===== src/design/cse_pkg.sv =====
// ----------------------------------------------------------------------------
// cse_pkg
// Shared types and constants for the compact struct field encoder.
// ----------------------------------------------------------------------------
package cse_pkg;

  // Nesting stack size and derived widths
  localparam int unsigned STACK_DEPTH = 8;
  localparam int unsigned LVL_W       = $clog2(STACK_DEPTH + 1);
  localparam int unsigned IDX_W       = (STACK_DEPTH > 1) ? $clog2(STACK_DEPTH) : 1;

  // Job queue between front and back
  localparam int unsigned FIFO_DEPTH = 4;
  localparam int unsigned FIFO_AW    = $clog2(FIFO_DEPTH);
  localparam int unsigned FIFO_CW    = $clog2(FIFO_DEPTH + 1);

  // Token field widths
  localparam int unsigned KIND_W  = 4;
  localparam int unsigned FID_W   = 16;
  localparam int unsigned VAL_W   = 64;
  localparam int unsigned ETYPE_W = 4;
  localparam int unsigned IN_DATA_W = 88;

  // Token kinds
  typedef enum logic [KIND_W-1:0] {
    K_I32         = 4'd0,
    K_I64         = 4'd1,
    K_BOOL        = 4'd2,
    K_BINARY      = 4'd3,
    K_LIST        = 4'd4,
    K_STRUCT      = 4'd5,
    K_BARE_STRUCT = 4'd6,
    K_STOP        = 4'd7,
    K_UVAR        = 4'd8,
    K_ZZ32        = 4'd9,
    K_ZZ64        = 4'd10,
    K_RAW         = 4'd11
  } req_kind_e;

  // Compact wire type codes
  localparam logic [3:0] CT_TRUE   = 4'd1;
  localparam logic [3:0] CT_FALSE  = 4'd2;
  localparam logic [3:0] CT_I32    = 4'd5;
  localparam logic [3:0] CT_I64    = 4'd6;
  localparam logic [3:0] CT_BINARY = 4'd8;
  localparam logic [3:0] CT_LIST   = 4'd9;
  localparam logic [3:0] CT_STRUCT = 4'd12;

  localparam logic [7:0]       STOP_BYTE      = 8'h00;
  localparam logic [3:0]       LIST_LONG_NIB  = 4'hF;
  localparam logic [VAL_W-1:0] SHORT_LIST_MAX = 64'd15;

  // One encoding job: up to four byte segments, emitted in this order
  typedef struct packed {
    logic             has_hdr;   // type byte
    logic [7:0]       hdr_byte;
    logic             has_idv;   // zigzag varint of the field id
    logic [FID_W-1:0] idv;
    logic             has_mid;   // single byte (list size, stop, raw)
    logic [7:0]       mid_byte;
    logic             has_val;   // varint of the value
    logic [VAL_W-1:0] val_word;
    logic             err;       // nesting overflow
  } job_t;

endpackage


===== src/design/compact_struct_field_encoder.sv =====
// ----------------------------------------------------------------------------
// compact_struct_field_encoder
// Compact binary struct encoder: serializer tokens in, encoded bytes out.
// ----------------------------------------------------------------------------
// Each token on the slave stream is turned into zero or more bytes on the
// master stream, one byte per transaction, with tlast on the final byte of
// the token's run and tuser set on every byte of a struct field token whose
// push found the nesting stack full. The front end takes one token per cycle
// while its job queue has room, updates the field id delta and nesting
// state, and queues an encoding job; bare struct starts and unused kinds
// produce no job. The back end emits one byte per cycle while its output
// register can take it, and loads the next job from the queue only after
// every byte of the current job has gone out. A registered output stage
// holds each byte stable for the downstream side; the back end advances
// whenever that register is empty or taken in the same cycle, and stalls
// with it otherwise, while the job queue lets the front end keep taking
// tokens.
module compact_struct_field_encoder (
  input  logic                            clk_i,
  input  logic                            rst_ni,
  input  logic                            s_tvalid,
  output logic                            s_tready,
  input  logic [cse_pkg::IN_DATA_W-1:0]   s_tdata,   // [15:0] field_id, [79:16] value,
                                                     // [83:80] etype, [87:84] zero
  input  logic [3:0]                      s_tuser,   // [3:0] req_type
  output logic                            m_tvalid,
  input  logic                            m_tready,
  output logic [7:0]                      m_tdata,   // [7:0] out_byte
  output logic                            m_tlast,   // last_byte
  output logic                            m_tuser    // [0] nest_error
);
  import cse_pkg::*;

  logic tok_fire;
  logic job_push;
  job_t job_in;
  job_t job_out;
  logic q_empty;
  logic q_full;
  logic job_pop;

  // Hold off new tokens while the job queue is full
  assign s_tready = !q_full;
  assign tok_fire = s_tvalid && s_tready;

  cse_front u_front (
    .clk_i       (clk_i),
    .rst_ni      (rst_ni),
    .tok_fire_i  (tok_fire),
    .req_type_i  (s_tuser),
    .field_id_i  (s_tdata[15:0]),
    .value_i     (s_tdata[79:16]),
    .etype_i     (s_tdata[83:80]),
    .job_push_o  (job_push),
    .job_o       (job_in)
  );

  cse_fifo u_fifo (
    .clk_i       (clk_i),
    .rst_ni      (rst_ni),
    .push_i      (job_push),
    .push_data_i (job_in),
    .pop_i       (job_pop),
    .pop_data_o  (job_out),
    .empty_o     (q_empty),
    .full_o      (q_full)
  );

  cse_back u_back (
    .clk_i       (clk_i),
    .rst_ni      (rst_ni),
    .job_i       (job_out),
    .job_empty_i (q_empty),
    .job_pop_o   (job_pop),
    .m_tvalid    (m_tvalid),
    .m_tready    (m_tready),
    .m_tdata     (m_tdata),
    .m_tlast     (m_tlast),
    .m_tuser     (m_tuser)
  );

endmodule


===== src/design/cse_front.sv =====
// ----------------------------------------------------------------------------
// cse_front
// Token front end: tracks field ids and nesting, builds encoding jobs.
// ----------------------------------------------------------------------------
module cse_front (
  input  logic                          clk_i,
  input  logic                          rst_ni,
  input  logic                          tok_fire_i,
  input  logic [3:0]                    req_type_i,
  input  logic [15:0]                   field_id_i,
  input  logic [63:0]                   value_i,
  input  logic [cse_pkg::ETYPE_W-1:0]   etype_i,
  output logic                          job_push_o,
  output cse_pkg::job_t                 job_o
);
  import cse_pkg::*;

  logic [FID_W-1:0] cur_id_q, cur_id_d;
  logic [LVL_W-1:0] lvl_q, lvl_d;
  logic [FID_W-1:0] stack_q [STACK_DEPTH];

  logic [FID_W-1:0] delta;
  logic             short_hdr;
  logic             stack_full;
  logic [LVL_W-1:0] lvl_m1;
  logic [FID_W-1:0] id_zz;
  logic [VAL_W-1:0] val_zz32;
  logic [VAL_W-1:0] val_zz64;
  logic             is_hdr;
  logic [3:0]       hdr_type;
  logic             do_push;
  logic [FID_W-1:0] push_id;
  logic             enq;
  req_kind_e        kind;

  assign kind       = req_kind_e'(req_type_i);
  assign delta      = field_id_i - cur_id_q;
  assign short_hdr  = (delta[FID_W-1:4] == '0) && (delta[3:0] != 4'd0);
  assign stack_full = (lvl_q == LVL_W'(STACK_DEPTH));
  assign lvl_m1     = lvl_q - LVL_W'(1);
  assign id_zz      = {field_id_i[FID_W-2:0], 1'b0} ^ {FID_W{field_id_i[FID_W-1]}};
  assign val_zz32   = {32'd0, {value_i[30:0], 1'b0} ^ {32{value_i[31]}}};
  assign val_zz64   = {value_i[VAL_W-2:0], 1'b0} ^ {VAL_W{value_i[VAL_W-1]}};

  always_comb begin
    job_o    = '0;
    is_hdr   = 1'b0;
    hdr_type = 4'd0;
    do_push  = 1'b0;
    push_id  = cur_id_q;
    enq      = 1'b1;
    cur_id_d = cur_id_q;
    lvl_d    = lvl_q;
    case (kind)
      K_I32: begin
        is_hdr         = 1'b1;
        hdr_type       = CT_I32;
        job_o.has_val  = 1'b1;
        job_o.val_word = val_zz32;
      end
      K_I64: begin
        is_hdr         = 1'b1;
        hdr_type       = CT_I64;
        job_o.has_val  = 1'b1;
        job_o.val_word = val_zz64;
      end
      K_BOOL: begin
        is_hdr   = 1'b1;
        hdr_type = (value_i != '0) ? CT_TRUE : CT_FALSE;
      end
      K_BINARY: begin
        is_hdr         = 1'b1;
        hdr_type       = CT_BINARY;
        job_o.has_val  = 1'b1;
        job_o.val_word = value_i;
      end
      K_LIST: begin
        is_hdr        = 1'b1;
        hdr_type      = CT_LIST;
        job_o.has_mid = 1'b1;
        if (value_i < SHORT_LIST_MAX) begin
          job_o.mid_byte = {value_i[3:0], etype_i};
        end else begin
          job_o.mid_byte = {LIST_LONG_NIB, etype_i};
          job_o.has_val  = 1'b1;
          job_o.val_word = value_i;
        end
      end
      K_STRUCT: begin
        is_hdr    = 1'b1;
        hdr_type  = CT_STRUCT;
        do_push   = 1'b1;
        push_id   = field_id_i;
        job_o.err = stack_full;
      end
      K_BARE_STRUCT: begin
        do_push = 1'b1;
        enq     = 1'b0;
      end
      K_STOP: begin
        job_o.has_mid  = 1'b1;
        job_o.mid_byte = STOP_BYTE;
        if (lvl_q != '0) begin
          lvl_d    = lvl_m1;
          cur_id_d = stack_q[lvl_m1[IDX_W-1:0]];
        end else begin
          cur_id_d = '0;
        end
      end
      K_UVAR: begin
        job_o.has_val  = 1'b1;
        job_o.val_word = value_i;
      end
      K_ZZ32: begin
        job_o.has_val  = 1'b1;
        job_o.val_word = val_zz32;
      end
      K_ZZ64: begin
        job_o.has_val  = 1'b1;
        job_o.val_word = val_zz64;
      end
      K_RAW: begin
        job_o.has_mid  = 1'b1;
        job_o.mid_byte = value_i[7:0];
      end
      default: begin
        enq = 1'b0;
      end
    endcase
    if (is_hdr) begin
      job_o.has_hdr  = 1'b1;
      job_o.hdr_byte = short_hdr ? {delta[3:0], hdr_type} : {4'd0, hdr_type};
      job_o.has_idv  = !short_hdr;
      job_o.idv      = id_zz;
      cur_id_d       = field_id_i;
    end
    // Enter a new level: save the id if the stack has room, restart the delta chain at zero
    if (do_push) begin
      cur_id_d = '0;
      if (!stack_full) begin
        lvl_d = lvl_q + LVL_W'(1);
      end
    end
  end

  assign job_push_o = tok_fire_i && enq;

  always_ff @(posedge clk_i or negedge rst_ni) begin
    if (!rst_ni) begin
      cur_id_q <= '0;
      lvl_q    <= '0;
    end else if (tok_fire_i) begin
      cur_id_q <= cur_id_d;
      lvl_q    <= lvl_d;
    end
  end

  always_ff @(posedge clk_i) begin
    if (tok_fire_i && do_push && !stack_full) begin
      stack_q[lvl_q[IDX_W-1:0]] <= push_id;
    end
  end

endmodule


===== src/design/cse_fifo.sv =====
// ----------------------------------------------------------------------------
// cse_fifo
// Short job queue that decouples the token front from the byte back end.
// ----------------------------------------------------------------------------
module cse_fifo (
  input  logic          clk_i,
  input  logic          rst_ni,
  input  logic          push_i,
  input  cse_pkg::job_t push_data_i,
  input  logic          pop_i,
  output cse_pkg::job_t pop_data_o,
  output logic          empty_o,
  output logic          full_o
);
  import cse_pkg::*;

  job_t               mem_q [FIFO_DEPTH];
  logic [FIFO_AW-1:0] wr_ptr_q;
  logic [FIFO_AW-1:0] rd_ptr_q;
  logic [FIFO_CW-1:0] count_q;
  logic               do_push;
  logic               do_pop;

  assign empty_o    = (count_q == '0);
  assign full_o     = (count_q == FIFO_CW'(FIFO_DEPTH));
  assign do_push    = push_i && !full_o;
  assign do_pop     = pop_i && !empty_o;
  assign pop_data_o = mem_q[rd_ptr_q];

  always_ff @(posedge clk_i or negedge rst_ni) begin
    if (!rst_ni) begin
      wr_ptr_q <= '0;
      rd_ptr_q <= '0;
      count_q  <= '0;
    end else begin
      if (do_push) begin
        wr_ptr_q <= (wr_ptr_q == FIFO_AW'(FIFO_DEPTH - 1)) ? '0 : wr_ptr_q + FIFO_AW'(1);
      end
      if (do_pop) begin
        rd_ptr_q <= (rd_ptr_q == FIFO_AW'(FIFO_DEPTH - 1)) ? '0 : rd_ptr_q + FIFO_AW'(1);
      end
      if (do_push && !do_pop) begin
        count_q <= count_q + FIFO_CW'(1);
      end else if (do_pop && !do_push) begin
        count_q <= count_q - FIFO_CW'(1);
      end
    end
  end

  always_ff @(posedge clk_i) begin
    if (do_push) begin
      mem_q[wr_ptr_q] <= push_data_i;
    end
  end

endmodule


===== src/design/cse_back.sv =====
// ----------------------------------------------------------------------------
// cse_back
// Byte back end: emits a job's segments one byte per cycle unless stalled.
// ----------------------------------------------------------------------------
module cse_back (
  input  logic          clk_i,
  input  logic          rst_ni,
  input  cse_pkg::job_t job_i,
  input  logic          job_empty_i,
  output logic          job_pop_o,
  output logic          m_tvalid,
  input  logic          m_tready,
  output logic [7:0]    m_tdata,
  output logic          m_tlast,
  output logic          m_tuser
);
  import cse_pkg::*;

  logic             hdr_pend_q, idv_pend_q, mid_pend_q, val_pend_q;
  logic [7:0]       hdr_q, mid_q;
  logic [FID_W-1:0] idv_q;
  logic [VAL_W-1:0] val_q;
  logic             err_q;
  logic             ovalid_q;
  logic [7:0]       obyte_q;
  logic             olast_q;
  logic             oerr_q;

  logic       busy;
  logic       slot_free;
  logic       fire;
  logic [7:0] byte_c;
  logic       seg_done;
  logic       later;

  assign busy      = hdr_pend_q | idv_pend_q | mid_pend_q | val_pend_q;
  assign slot_free = !ovalid_q || m_tready;
  assign fire      = busy && slot_free;
  assign job_pop_o = !busy && !job_empty_i;

  // Pick the first pending segment
  always_comb begin
    byte_c   = hdr_q;
    seg_done = 1'b1;
    later    = idv_pend_q | mid_pend_q | val_pend_q;
    if (!hdr_pend_q) begin
      if (idv_pend_q) begin
        seg_done = (idv_q[FID_W-1:7] == '0);
        byte_c   = {!seg_done, idv_q[6:0]};
        later    = mid_pend_q | val_pend_q;
      end else if (mid_pend_q) begin
        byte_c = mid_q;
        later  = val_pend_q;
      end else begin
        seg_done = (val_q[VAL_W-1:7] == '0);
        byte_c   = {!seg_done, val_q[6:0]};
        later    = 1'b0;
      end
    end
  end

  always_ff @(posedge clk_i or negedge rst_ni) begin
    if (!rst_ni) begin
      hdr_pend_q <= 1'b0;
      idv_pend_q <= 1'b0;
      mid_pend_q <= 1'b0;
      val_pend_q <= 1'b0;
      ovalid_q   <= 1'b0;
    end else begin
      if (job_pop_o) begin
        hdr_pend_q <= job_i.has_hdr;
        idv_pend_q <= job_i.has_idv;
        mid_pend_q <= job_i.has_mid;
        val_pend_q <= job_i.has_val;
      end else if (fire) begin
        if (hdr_pend_q) begin
          hdr_pend_q <= 1'b0;
        end else if (idv_pend_q) begin
          idv_pend_q <= !seg_done;
        end else if (mid_pend_q) begin
          mid_pend_q <= 1'b0;
        end else begin
          val_pend_q <= !seg_done;
        end
      end
      if (fire) begin
        ovalid_q <= 1'b1;
      end else if (m_tready) begin
        ovalid_q <= 1'b0;
      end
    end
  end

  always_ff @(posedge clk_i) begin
    if (job_pop_o) begin
      hdr_q <= job_i.hdr_byte;
      idv_q <= job_i.idv;
      mid_q <= job_i.mid_byte;
      val_q <= job_i.val_word;
      err_q <= job_i.err;
    end else if (fire) begin
      // Shift out the seven bits just sent
      if (!hdr_pend_q && idv_pend_q) begin
        idv_q <= idv_q >> 7;
      end
      if (!hdr_pend_q && !idv_pend_q && !mid_pend_q) begin
        val_q <= val_q >> 7;
      end
    end
    if (fire) begin
      obyte_q <= byte_c;
      olast_q <= seg_done && !later;
      oerr_q  <= err_q;
    end
  end

  assign m_tvalid = ovalid_q;
  assign m_tdata  = obyte_q;
  assign m_tlast  = olast_q;
  assign m_tuser  = oerr_q;

endmodule


===== config.mk =====
export PLATFORM = sky130hd
export DESIGN_NAME = compact_struct_field_encoder
export DESIGN_NICKNAME = d
export VERILOG_FILES = /design/src/design/cse_pkg.sv /design/src/design/compact_struct_field_encoder.sv /design/src/design/cse_front.sv /design/src/design/cse_fifo.sv /design/src/design/cse_back.sv
export SDC_FILE = /design/constraint.sdc
export NUM_CORES = 1
export LEC_CHECK = 0
export BUFFER_PORTS_ARGS = -buffer_cell sky130_fd_sc_hd__buf_2
export CORE_ASPECT_RATIO = 0.6
export CORE_UTILIZATION = 56
export DETAILED_ROUTE_END_ITERATION = 6
export PLACE_DENSITY_LB_ADDON = 0.12
export SLEW_MARGIN = 0
export SYNTH_ARGS = -nofsm -noshare
export SYNTH_HDL_FRONTEND = slang
export SYNTH_SLANG_ARGS = --single-unit

===== constraint.sdc =====
create_clock -name clk_i -period 5 [get_ports clk_i]
set_input_delay 0.5 -clock clk_i [delete_from_list [all_inputs] [get_ports clk_i]]
set_output_delay 0.5 -clock clk_i [all_outputs]
set_load 0.03 [all_outputs]

==> impl_metrics.ini <==
[run_status]
status = finished clean

[cells_and_area]
stdcell_area_um2 = 31700
final_layout_size_suffix_gt1_frac = 0.201
areaGrowthSynthToFinish_pct = 11.9
stdcell_count = 2541
layout_commonest_cell = edfxtp_1
nFillCells = 3514
final_util = 0.639
fin_nets = 1961
final_cell_mix = edfxtp_1 (639), nand2_1 (257), mux4_2 (133)

[logic_synthesis]
yosysUniqueCellTypes = 60
synth_warnings = 0
synth_top_area_share = 0.677
ys_seq_elements = 671
yosys-top-cells-area = edfxtp_1 (68%), mux4_2 (11%), nand2_1 (3.4%)
yosysTopAreaCell = edfxtp_1
syn_inst = 1736
post_synth.cell_area_avg_um2 = 16.3
yosysSeqAreaShare = 0.705
async_flop_share = 0.0477
synth_nets = 1859
syn-cell-area_um2 = 28400
yosys_most_used_dff = edfxtp_1
synth_edf_count = 639

[power_and_ir_drop]
pwr-share-comb = 0.286
power_mw = 18.4
sequentialPowerShare = 0.458
switchingPower_mw = 5.84
p_per_area_nw_per_um2 = 581
ir_worst_vdd_mv = 0.302
clkPwrFrac = 0.256
p_leak_nw = 11.0
p_sw_frac = 0.317
p_int_mw = 12.6

[die]
die-area_um2 = 51600
ios = 108
die-width_um = 292
core_um2 = 49700
floorplan.initialDensity = 0.571
num_rows = 63
die_h_um = 176

[timing]
rsz0062_at_grt = no
fin_skew_ns = 0.0204
hold_viol = 0
fmaxAchievable_mhz = 279
worst_pin_slew_ns = 1.40
final-max-slew-violation-count = 0
fin_crit_sh = 0.716
whs_ns = 0.0116
slew_headroom = 0.0579
setup_viol = 0
setup_ws_ns = 1.42
finalWorstPathRequiredPeriod_ns = 3.58
setup_tns_ns = 0

[clock_network]
postCtsHoldBufs = 0
clockBufferDepth = 3
clk_pin_slew_ns = 0.07
cts_root_buf = clkbuf_16
clkLatencyLatePin_ns = 0.61
h-tree-depth = 2
cts_setup_buffers = 0
cts_buffers = 59
ctsResizeCount = 0
clock_sinks = 671
cts_tree = done

[global_routing]
grt_use_met3 = 0.0483
grt_pass1_wl_um = 93000
grt-ovfl-total = 0
grt_pass1_vias = 14800
antenna_found_initial = 4
grt.busiest_layer = met1
grt.met2_usage = 0.324
grt_max_degree = 102
grtUsageTotal = 0.243
grt_util_met1 = 0.409

[placement]
port_buffers = 103
gp_congestion = 0.903
placed_area_um2 = 29700
hpwlAfterDp_um = 39500
dp_slack_ns = 1.06
dp_cells = 2427

[worst_setup_path]
cp-end-kind = flip-flop
r2r-start = u_back.hdr_pend_q
r2r_cells = 8
startpoint = u_back.hdr_pend_q
crit_type = flip-flop to flip-flop
reg2reg_slack_ns = 1.42
start_kind = flip-flop
required_ns = 5.46
r2r-end = u_back.idv_q[0]
critical_path.max_fanout = 64
worstPathArrival_ns = 4.04

[drt]
wire_per_inst_um = 24.5
drtPass1Iterations = 5
drt_iter0_drc = 1627
wl_um = 62200
final_antenna_net_count = 0
route.detailed.drc = 0
routed-via-count = 15700
via_per_inst = 6.19

[min_path]
min_path_type = input pin to async pin

[run]
maxCapViolCount = 0
-- area by class of cell --
cell class	instances	area (um2)	share of cell area
clock inverter	36	418	0.0132
inverter	33	125	0.00394
antenna	4	10.0	0.000316
tap	650	813	0.0256
timing repair buffer	133	816	0.0257
sequential	671	20000	0.630
multi-input combinational	940	7970	0.251
clock buffer	74	1580	0.0497
-- registers in the layout (all words and copies together) (netlist names), 2 cells and up --
signal            count
u_front.cur_id_q     16
u_back.mid_q          8
u_front.lvl_q         4
u_back.m_tdata        8
u_back.idv_q         16
u_fifo.wr_ptr_q       2
u_fifo.rd_ptr_q       2
u_back.val_q         64
u_fifo.mem_q        404
u_front.stack_q     128
u_back.hdr_q          8
u_fifo.count_q        3
-- power groups by stage --
stage / Sequential [mW] / Combinational, mW / Clock [mW]
finish: 8.43 / 5.28 / 4.72
global route: 8.55 / 5.75 / 5.00
CTS: 8.44 / 5.32 / 4.78
detailed placement: 8.55 / 5.30 / 0
global placement: 8.50 / 5.20 / 0
floorplan: 8.27 / 3.83 / 0
-- cells by family after synthesis --
| logic type | Yosys count | synth area share |
|---|---|---|
| adder cells (fa/ha/maj) | 28 | 0.0128 |
| buffers and inverters | 125 | 0.0170 |
| XOR/XNOR | 60 | 0.0185 |
| AND/OR/NAND/NOR | 471 | 0.0739 |
| multiplexers | 156 | 0.114 |
| flip-flops | 671 | 0.705 |
| AO/OA/AOI/OAI | 225 | 0.0588 |
-- worst max-delay path, cell delays in order (launching register included) --
cell and delay (ns):
dfrtp_1 0.62, or3_1 0.56, nor2_1 0.47, o31ai_4 0.19, clkinv_2 0.10, buf_4 0.42
buf_4 0.68, nand2_1 0.25, nand2_1 0.11
-- Yosys cell counts, types with 6 or more instances --
cell / n
nand4_1: 10
buf_2: 11
nand2_1: 257
xor2_1: 37
and2_1: 20
ha_1: 25
nand2b_1: 7
buf_1: 11
dfrtp_1: 32
a21oi_1: 26
o21a_1: 6
clkbuf_1: 70
edfxtp_1: 639
mux2i_1: 19
xnor2_1: 23
a22o_1: 54
mux4_2: 133
o21ai_1: 14
inv_1: 31
o21ai_0: 36
a221o_1: 35
nor3_1: 15
a22oi_1: 15
nor2_1: 89
o31ai_1: 6
nor4_1: 36
-- layer usage --
metal	up-vias	part of all wire
met5	-	0
met4	0	0.019
met3	81	0.078
met2	590	0.42
met1	8013	0.48
li1	7034	-
-- worst max-delay path by stage --
stage                                endpoint  slack, ns  cells after the start
final                         u_back.idv_q[0]       1.42                      8
after detailed placement  u_fifo.mem_q[3][19]       1.06                     10
after global routing          u_back.idv_q[0]       1.19                      8
after CTS                     u_back.idv_q[0]       1.44                      8
after floorplan               u_back.val_q[0]       0.36                      6
after global placement    u_fifo.mem_q[0][19]       1.09                     10
Note: power is estimated with default switching activity, not from simulation.
